### src/hdl/tswc_pkg.sv
`timescale 1ns / 1ps

package tswc_pkg;

    localparam logic [1:0] FUNC_RX_SEG   = 2'd0;
    localparam logic [1:0] FUNC_SEND     = 2'd1;
    localparam logic [1:0] FUNC_TAKEOVER = 2'd2;

    localparam logic [1:0] PHASE_NONE    = 2'd0;
    localparam logic [1:0] PHASE_NEW     = 2'd1;
    localparam logic [1:0] PHASE_RUNNING = 2'd2;
    localparam logic [1:0] PHASE_DONE    = 2'd3;

    localparam logic [1:0] VERDICT_PASS  = 2'd0;
    localparam logic [1:0] VERDICT_DROP  = 2'd1;
    localparam logic [1:0] VERDICT_TX    = 2'd2;

    localparam int unsigned CFG_IDX_W = 1;
    localparam logic [CFG_IDX_W-1:0] CFG_WINDOW_SCALE = 1'd0;
    localparam logic [CFG_IDX_W-1:0] CFG_TIMEOUT      = 1'd1;

    localparam logic [31:0] TIMEOUT_RESET = 32'd2000000000;
    localparam logic [7:0]  DUP_ACK_MAX   = 8'hff;

    typedef struct packed {
        logic [1:0]  func;
        logic        flow_match;
        logic [31:0] ack_number;
        logic [31:0] peer_seq;
        logic [15:0] peer_window;
        logic        syn_flag;
        logic        fin_flag;
        logic        rst_flag;
        logic [15:0] segment_len;
        logic [31:0] pkt_seq;
        logic [15:0] pkt_checksum;
        logic [63:0] now_ns;
    } item_t;

    typedef struct packed {
        logic [1:0]  verdict;
        logic [31:0] out_seq;
        logic [15:0] out_checksum;
        logic        resent;
        logic [31:0] retransmit_total;
        logic [31:0] peer_next_seq;
    } result_t;

    typedef struct packed {
        logic [3:0]  window_scale;
        logic [31:0] timeout_ns;
    } cfg_t;

    typedef struct packed {
        logic [1:0]  phase;
        logic [31:0] send_seq;
        logic [31:0] highest_sent;
        logic [31:0] last_ack;
        logic [15:0] peer_window;
        logic [31:0] peer_seq;
        logic [7:0]  dup_ack_count;
        logic [63:0] last_progress_ns;
        logic [31:0] retransmits;
    } flow_t;

    // serial-number compare: a is before b
    function automatic logic seq_before(input logic [31:0] a, input logic [31:0] b);
        logic [31:0] d;
        begin
            d = a - b;
            return d[31];
        end
    endfunction

    // incremental checksum update for a 32-bit field change
    function automatic logic [15:0] patch_checksum(input logic [15:0] ck,
                                                   input logic [31:0] old_seq,
                                                   input logic [31:0] new_seq);
        logic [18:0] s;
        logic [16:0] f1;
        logic [15:0] f2;
        begin
            s = {3'd0, ~ck} + {3'd0, ~old_seq[31:16]} + {3'd0, ~old_seq[15:0]}
              + {3'd0, new_seq[31:16]} + {3'd0, new_seq[15:0]};
            f1 = {1'b0, s[15:0]} + {14'd0, s[18:16]};
            f2 = f1[15:0] + {15'd0, f1[16]};
            return ~f2;
        end
    endfunction

endpackage

### src/hdl/tswc_engine.sv
`timescale 1ns / 1ps

module tswc_engine
(
    input  tswc_pkg::flow_t   flow,
    input  tswc_pkg::cfg_t    cfg,
    input  tswc_pkg::item_t   item,
    output tswc_pkg::flow_t   flow_next,
    output tswc_pkg::result_t res
);

    always_comb
    begin
        tswc_pkg::flow_t f;
        logic        rewind;
        logic [63:0] idle_ns;
        logic [31:0] nseq;
        logic [31:0] win;
        logic [31:0] seq_end;
        logic [31:0] win_end;

        f = flow;
        res = '0;
        res.verdict = tswc_pkg::VERDICT_PASS;
        idle_ns = item.now_ns - flow.last_progress_ns;
        rewind = (flow.dup_ack_count != 8'd0)
              || ((flow.last_progress_ns != 64'd0) && (idle_ns > {32'd0, cfg.timeout_ns}));
        nseq = rewind ? flow.last_ack : flow.send_seq;
        win = {16'd0, flow.peer_window} << cfg.window_scale;
        seq_end = nseq + {16'd0, item.segment_len};
        win_end = flow.last_ack + win;

        case (item.func)
            tswc_pkg::FUNC_RX_SEG:
            begin
                if (item.flow_match)
                begin
                    if (flow.phase == tswc_pkg::PHASE_NONE)
                    begin
                        f = '0;
                        f.phase = tswc_pkg::PHASE_NEW;
                        f.send_seq = item.ack_number;
                    end
                    if ((f.last_ack == item.ack_number) && (f.dup_ack_count != tswc_pkg::DUP_ACK_MAX))
                        f.dup_ack_count = f.dup_ack_count + 8'd1;
                    f.peer_window = item.peer_window;
                    f.last_ack = item.ack_number;
                    f.peer_seq = item.syn_flag ? item.peer_seq + 32'd1 : item.peer_seq;
                    if (item.fin_flag || item.rst_flag)
                        f.phase = tswc_pkg::PHASE_DONE;
                    if (f.phase == tswc_pkg::PHASE_RUNNING || f.phase == tswc_pkg::PHASE_DONE)
                        res.verdict = tswc_pkg::VERDICT_DROP;
                end
            end
            tswc_pkg::FUNC_SEND:
            begin
                if (flow.phase != tswc_pkg::PHASE_RUNNING)
                begin
                    res.verdict = tswc_pkg::VERDICT_DROP;
                end
                else
                begin
                    if (rewind)
                        f.dup_ack_count = 8'd0;
                    f.send_seq = nseq;
                    if (!tswc_pkg::seq_before(seq_end, win_end))
                    begin
                        res.verdict = tswc_pkg::VERDICT_DROP;
                    end
                    else
                    begin
                        if (!tswc_pkg::seq_before(nseq, flow.highest_sent))
                        begin
                            f.highest_sent = nseq;
                        end
                        else
                        begin
                            res.resent = 1'b1;
                            f.retransmits = flow.retransmits + 32'd1;
                        end
                        f.send_seq = seq_end;
                        f.last_progress_ns = item.now_ns;
                        res.verdict = tswc_pkg::VERDICT_TX;
                        res.out_seq = nseq;
                        res.out_checksum = (nseq != item.pkt_seq)
                            ? tswc_pkg::patch_checksum(item.pkt_checksum, item.pkt_seq, nseq)
                            : item.pkt_checksum;
                    end
                end
            end
            tswc_pkg::FUNC_TAKEOVER:
            begin
                if (flow.phase != tswc_pkg::PHASE_NONE)
                    f.phase = tswc_pkg::PHASE_RUNNING;
            end
            default:
            begin
                f = flow;
            end
        endcase

        res.retransmit_total = f.retransmits;
        res.peer_next_seq = f.peer_seq;
        flow_next = f;
    end

endmodule

### src/hdl/tcp_sender_window_control.sv
`timescale 1ns / 1ps

// Single-flow TCP sender window control. One item per clock sustained while out_stall
// is low. An accepted item sits in the input register, and its result is then held in
// the result register until the receiver takes it. Flow state is updated as an item
// moves from the input register into the result register, so the next item always
// sees it. The longest path is the 64-bit idle-time compare feeding the sequence
// rewind and window check. Configuration writes are always ready and take effect at once.
module tcp_sender_window_control
(
    input  logic                                 clk,
    input  logic                                 rst_n,
    input  logic                                 in_valid,
    output logic                                 in_stall,
    input  tswc_pkg::item_t                      in_data,
    output logic                                 out_valid,
    input  logic                                 out_stall,
    output tswc_pkg::result_t                    out_data,
    input  logic                                 cfg_valid,
    output logic                                 cfg_ready,
    input  logic [tswc_pkg::CFG_IDX_W-1:0]       cfg_index,
    input  logic [31:0]                          cfg_data
);

    logic              item_valid_reg;
    tswc_pkg::item_t   item_reg;
    logic              out_valid_reg;
    tswc_pkg::result_t out_data_reg;
    tswc_pkg::flow_t   flow_reg;
    tswc_pkg::flow_t   flow_next;
    tswc_pkg::cfg_t    cfg_reg;
    tswc_pkg::result_t res_next;
    logic              advance;

    assign advance   = item_valid_reg && (!out_valid_reg || !out_stall);
    assign in_stall  = item_valid_reg && !advance;
    assign out_valid = out_valid_reg;
    assign out_data  = out_data_reg;
    assign cfg_ready = 1'b1;

    tswc_engine u_engine
    (
        .flow      (flow_reg),
        .cfg       (cfg_reg),
        .item      (item_reg),
        .flow_next (flow_next),
        .res       (res_next)
    );

    always_ff @(posedge clk or negedge rst_n)
    begin
        if (!rst_n)
        begin
            item_valid_reg <= 1'b0;
            out_valid_reg  <= 1'b0;
            flow_reg       <= '0;
            cfg_reg.window_scale <= 4'd0;
            cfg_reg.timeout_ns   <= tswc_pkg::TIMEOUT_RESET;
        end
        else
        begin
            if (!in_stall)
                item_valid_reg <= in_valid;
            if (advance)
            begin
                out_valid_reg <= 1'b1;
                flow_reg      <= flow_next;
            end
            else if (!out_stall)
            begin
                out_valid_reg <= 1'b0;
            end
            if (cfg_valid)
            begin
                case (cfg_index)
                    tswc_pkg::CFG_WINDOW_SCALE: cfg_reg.window_scale <= cfg_data[3:0];
                    tswc_pkg::CFG_TIMEOUT:      cfg_reg.timeout_ns   <= cfg_data;
                    default:                    cfg_reg <= cfg_reg;
                endcase
            end
        end
    end

    always_ff @(posedge clk)
    begin
        if (!in_stall && in_valid)
            item_reg <= in_data;
        if (advance)
            out_data_reg <= res_next;
    end

    // non-transmit results carry no sequence, checksum or resend mark
    a_idle_fields: assert property (@(posedge clk) disable iff (!rst_n)
        out_valid && (out_data.verdict != tswc_pkg::VERDICT_TX)
        |-> (out_data.out_seq == 32'd0) && (out_data.out_checksum == 16'd0)
            && !out_data.resent)
        else $error("non-transmit result carries packet fields");

    // input side only stalls on a held item
    a_stall_held: assert property (@(posedge clk) disable iff (!rst_n)
        in_stall |-> item_valid_reg && out_valid_reg && out_stall)
        else $error("input stalled without a blocked item");

    // a resend bumps the running count by one
    a_resend_count: assert property (@(posedge clk) disable iff (!rst_n)
        advance && res_next.resent |-> res_next.retransmit_total == flow_reg.retransmits + 32'd1)
        else $error("retransmit count out of step");

    a_verdict_code: assert property (@(posedge clk) disable iff (!rst_n)
        out_valid |-> (out_data.verdict == tswc_pkg::VERDICT_PASS)
                   || (out_data.verdict == tswc_pkg::VERDICT_DROP)
                   || (out_data.verdict == tswc_pkg::VERDICT_TX))
        else $error("unused verdict code");

endmodule

### config.mk
export PLATFORM = sky130hd
export DESIGN_NAME = tcp_sender_window_control
export DESIGN_NICKNAME = d
export VERILOG_FILES = /design/src/hdl/tswc_pkg.sv /design/src/hdl/tswc_engine.sv /design/src/hdl/tcp_sender_window_control.sv
export SDC_FILE = /design/constraint.sdc
export NUM_CORES = 1
export LEC_CHECK = 0
export ABC_AREA = 0
export BUFFER_PORTS_ARGS = -buffer_cell sky130_fd_sc_hd__buf_2
export CAP_MARGIN = 20
export CORE_ASPECT_RATIO = 0.7
export CORE_MARGIN = 2
export CORE_UTILIZATION = 65
export CTS_CLUSTER_SIZE = 14
export DETAILED_ROUTE_END_ITERATION = 10
export PLACE_DENSITY = 0.91
export SLEW_MARGIN = 10
export SYNTH_ARGS = -nofsm -noshare
export SYNTH_HDL_FRONTEND = slang
export SYNTH_SLANG_ARGS = --single-unit
### constraint.sdc
create_clock -name clk -period 39.2 [get_ports clk]
set_clock_uncertainty 0.2 [all_clocks]
set_input_delay 3.92 -clock clk [delete_from_list [all_inputs] [get_ports clk]]
set_output_delay 3.92 -clock clk [all_outputs]
set_load 0.005 [all_outputs]
======== After elaboration in Yosys (flattened, before gate mapping) ========
Index checks and enable logic that the tools add are counted.
storage, ports and cells
  input port bits ......................... 252
  flip-flop bits (word level) ............. 617
  output and inout bits ................... 118
  word-level logic and storage cells ...... 130
operators by class
  reduce and logical (&&, ||, !) cells .... 29
  $lt $le $gt $ge ......................... 1
  eq/ne operators ......................... 16
  mux-type cells .......................... 31
  add/subtract/negate cells ............... 14
  bitwise gates (word level) .............. 7
  shift-type cells ........................ 1
operators with widths
  operator               number
  $mux 250               4
  $pmux 104 s2           1
  $mux 32                5
  $mux 64                2
  $pmux 64 s2            1
  $mux 104               1
  $mux 96                1
  $add 32x1->32 const B  2
  $gt 64x32->1           1
  $not 16->16            4
  $reduce_bool 64->1     1
  $sub 32x32->32         2
  $sub 64x64->64         1
  $add 19x16->19         3
  $add 32x16->32         1
  $add 32x32->32         1
  $eq 32x32->1           1
  $ne 32x32->1           1
  $shl 16x4->32          1
  $add 16x16->17         1
  $add 16x3->17          1
  $add 16x1->16          1
  $mux 16                1
  $mux 8                 2
  23 further kinds       59

======== Logic depth before layout (Yosys ltp) ========
  word-level depth ........................ 12
  depth in mapped cells ................... 72
  depth with buffers taken out ............ 71

======== By module ========
From an unflattened synthesis, not the netlist that was laid out.
unflattened totals
  cell total of the unflattened synthesis .. 4168
  area, all modules ....................... 42421.9 um^2
by module, submodules not included
  module                     cells each  sequential area each (um^2)  instances  area each (um^2)
  tcp_sender_window_control  944         17102.7                      1          21585.7
  tswc_engine                3224        0.0                          1          20836.2

======== Least setup slack after synthesis ========
No wires, ideal clock.
  kind .................................... register -> register
  from .................................... reg item_reg[0] (netlist bit)
  to ...................................... reg out_data_reg (netlist bit out_data[79]), data pin
  stages on the path, launching flop included .. 70
  library setup time ...................... 272 ps
  buffers on the path ..................... 3
  data arrival time ....................... 12367 ps
  clock period less this slack ............ 12838 ps
  required time ........................... 38728 ps
  path slack .............................. 26362 ps
  path through ............................ edfxtp_1 -> inv_1 -> ha_1 -> inv_1 -> fa_1 -> a211oi_1 -> o211ai_1 -> nand2_1 -> a21oi_1 -> nor2_1 -> nor2_1 -> nor2_1 -> o31ai_1 -> xor2_1 -> ha_1 -> and4_1 -> a221o_1 -> a211oi_1 -> [34 not listed] -> nor2_1 -> and3_1 -> and3_1 -> and3_1 -> nand3_1 -> nor3_1 -> ha_1 -> nor2b_1 -> nand2_1 -> nor2_1 -> nand2_1 -> nor3_1 -> nand2b_1 -> or3_1 -> and2_1 -> xnor2_1 -> nor2_1 -> a211oi_1
between the ends
  cells in the longest elaborated chain, start to end .. 11
  elaborated cells between the ends (all ways) .. 16
  classes of those cells .................. 7 x add/sub; 1 x order compare; 1 x eq/ne; 2 x mux; 2 x bitwise; 3 x reduce/logical
RTL lines
  element                       line                             RTL
  start, declared               tcp_sender_window_control.sv:26  tswc_pkg::item_t item_reg;
  start signal, assigned        tcp_sender_window_control.sv:87  item_reg <= in_data;
  $sub 64x64->64 *              tswc_engine.sv:25                idle_ns = item.now_ns - flow.last_progress_ns;
  $gt 64x32->1 *                tswc_engine.sv:27                || ((flow.last_progress_ns != 64'd0) && (idle_ns > {32'd0, cfg.timeout_ns}));
  $logic_and 1x1->1 *           tswc_engine.sv:27
  $logic_or 1x1->1 *            tswc_engine.sv:27
  $mux 32 *                     tswc_engine.sv:28                nseq = rewind ? flow.last_ack : flow.send_seq;
  $add 19x16->19 (2 in series)  tswc_pkg.sv:84                   + {3'd0, new_seq[31:16]} + {3'd0, new_seq[15:0]};
  $add 16x3->17                 tswc_pkg.sv:85                   f1 = {1'b0, s[15:0]} + {14'd0, s[18:16]};
  $add 16x1->16                 tswc_pkg.sv:86                   f2 = f1[15:0] + {15'd0, f1[16]};
  $not 16->16                   tswc_pkg.sv:87                   return ~f2;
  $mux 16                       tswc_engine.sv:86                ? tswc_pkg::patch_checksum(item.pkt_checksum, item.pkt_seq, nseq)
  end signal, assigned          tcp_sender_window_control.sv:89  out_data_reg <= res_next;
  end, declared                 tcp_sender_window_control.sv:28  tswc_pkg::result_t out_data_reg;
Mark *: on every way between the ends. The rest lies on a longest branch, timed or not.
A chain may end at the register's enable or synchronous reset.

======== Final worst setup path ========
Same ends and word-level chain as after synthesis.

==> summary.txt <==
Run status
  – Status: completed

Layout
  – Max reg flops: 250
  – Layout cell share with drive strength beyond 1: 16.0%
  – Nets: 4,681
  – Final non-filler cell total: 4,973
  – Area delta synth->final: 12.1%
  – Commonest non-fill, non-tap cell in the layout: buf_2
  – Most frequent cells in the layout: buf_2, nor2_1, inv_1, edfxtp_1, a21oi_1

Setup path
  – Most frequent CP cell: inv_1
  – Delay of the slowest cell on the worst path: 0.54 ns
  – Critical-path top delay cell: mux2i_1
  – CP Max Fanout: 7
  – Critical Path Sink Type: flop
  – Worst Path Required: 39.49 ns
  – CP Data Arrival Time: 16.12 ns
  – Setup CP Type: flop to flop
  – CP Launch Type: flop
  – CP delay by family, top: compound AO/OA/AOI/OAI gates
  – Worst Path Buf+Inv: 7

GRT
  – Grt met2 use: 55.5%
  – Most Crowded Layer GR: met1
  – Met3 GRT Util: 10.7%
  – Gr ovfl total: 0
  – Met1 usage: 57.0%
  – First-pass GRT wire length: 182 mm
  – Total global-route track usage: 38.7%
  – Initial antenna violation count: 8
  – Vias in the first global route: 31,300
  – Largest net degree at the start of global routing: 98

Detailed routing
  – WL/cell: 24.1 um
  – Vias per inst: 6.60
  – Pre-antenna DRT Iters: 6
  – Vias: 32,800
  – Drt total wl: 120 mm
  – DR iter-0 viols: 4,844
  – Routed Antenna Nets: 0
  – Residual DRC count: 0

Clocking
  – Post-CTS Setup Repair Bufs: 0
  – Clock buffer count from CTS: 59
  – Clock-pin slew on the worst setup and hold paths: 0.07 ns
  – Skew-Pair Late Insertion Delay: 0.67 ns
  – # hold bufs at CTS: 0
  – CTS tree: built
  – Root buffer cell: clkbuf_16
  – Total clock sinks: 617
  – Clock Tree Buf Depth: 3
  – H-tree level count: 2
  – Post-cts gate resize count: 0

Synth
  – Async S/R FF share, synth: 46.7%
  – Sequential share of the synthesized area: 44.6%
  – Mapped Area: 38,400 um^2
  – Synth warn: 0
  – Synth Register Bits: 617
  – Leading area contributor after synthesis: edfxtp_1
  – EDFF count, synth: 329
  – Top cells by area, synth: edfxtp_1, dfrtp_1, ha_1
  – Mapped Nets: 4,361
  – Synth Instances: 3,835
  – Share of the synthesized area in the top cell type: 25.7%
  – Mapped Avg Cell Area: 10.0 um^2
  – Ys flop type: edfxtp_1
  – Post-synthesis cell type count: 105

Place
  – Buffers on Ports: 368
  – Post-DP HPWL: 88.8 mm
  – Placer congestion estimate: 1.05
  – Number of cells after detailed placement: 4,851

Timing
  – Tightest Pin Transition: 1.19 ns
  – WHS: 0.279 ns
  – Slew Viols, Final: 0
  – Final min period: 15.83 ns
  – Setup-failing EPs final: 0
  – Setup TNS: 0 ns
  – Final hold vios: 0
  – Tcrit/Tclk final: 40.4%
  – Rel. slew slack: 20.2%
  – RSZ-0062 raised after global routing: false
  – Fmax: 63.2 MHz

Die
  – Die Area: 61,000 um^2
  – Vert. Die Dim: 207 um
  – Core area: 58,300 um^2
  – FP Rows: 74
  – IO Count: 370
  – Starting density of the core: 65.8%
  – Die X: 294 um

Worst hold path
  – Hold WC Path Type: flop to flop

Flow run
  – Max-cap violations: 0
[Yosys cell counts, types with 80 or more instances]
library cell  count
nor2_1          351
nand4_1          87
inv_1           329
nand2_1         296
edfxtp_1        329
o21ai_0         156
dfrtp_1         275
ha_1            217
mux2_2           80
xnor2_1         143
a21oi_1         297
clkbuf_1        103
[kinds of logic (layout without fill, tap and decap cells)]
| group | count (synthesis) | count (layout) | synth area share [%] |
|---|---|---|---|
| AO/OA/AOI/OAI | 884 | 884 | 15.1 |
| XOR/XNOR | 218 | 218 | 4.97 |
| adder cells (fa/ha/maj) | 275 | 275 | 10.1 |
| buffers and inverters | 495 | 864 | 5.14 |
| flip-flops | 617 | 617 | 44.6 |
| multiplexers | 188 | 188 | 5.52 |
| other | 1 | 10 | 0.00977 |
| AND/OR/NAND/NOR | 1157 | 1157 | 14.7 |
[routing by layer]
metal  share of wire, %  wire length (um)
met1                 40             48400
met2                 42             50500
met3                 14             16600
met4                3.6              4310
met5              0.054                65
[layout make-up]
type | count | area [um^2]
tap | 760 | 951
multi-input combinational | 2723 | 19400
sequential | 617 | 17100
clock inverter | 31 | 424
timing repair buffer | 422 | 2270
inverter | 332 | 1250
antenna | 9 | 22.5
fill | 3949 | 15300
clock buffer | 79 | 1640
[worst reg2reg max path, delay by kind of cell (launching register included)]
kind / cells / cell delay [ns]
adders and majority gates: 9 / 2.94
muxes: 1 / 0.54
AOI/OAI and AO/OA: 26 / 6.05
DFF: 1 / 0.39
and+or+nand+nor: 21 / 4.24
xor gates and xnor gates: 3 / 0.69
buffers and inverters: 7 / 0.60
[path summary, 6_finish.rpt]
kind | start | endpoint | slack (ns) | depth (start not counted)
min reg2reg | item_reg[134]$_DFFE_PP_ | flow_reg[139]$_DFFE_PN0P_ | 0.28 | 1
min | item_reg[134]$_DFFE_PP_ | flow_reg[139]$_DFFE_PN0P_ | 0.28 | 1
max reg2reg | item_reg[0]$_DFFE_PP_ | out_data[79]$_SDFFCE_PP0P_ | 23.37 | 67
max in group asynchronous | rst_n | flow_reg[93]$_DFFE_PN0P_ | 34.28 | 2
min in group asynchronous | rst_n | cfg_reg[9]$_DFFE_PN0P_ | 3.08 | 1
max | item_reg[0]$_DFFE_PP_ | out_data[79]$_SDFFCE_PP0P_ | 23.37 | 67
[stage by stage]
stage               cell area (um^2)  setup WS, ns  utilization, %
floorplan                      38400         26.36               -
global placement               40900         24.44            70.1
detailed placement             40900         23.88            70.1
CTS                            43000         23.74            73.7
global route                   43000         22.30            73.8
finish                         43000         23.37            73.8
Power is left out: the tool's default activity adds up to more than one toggle a clock period on the data nets, which glitch-free logic cannot reach.
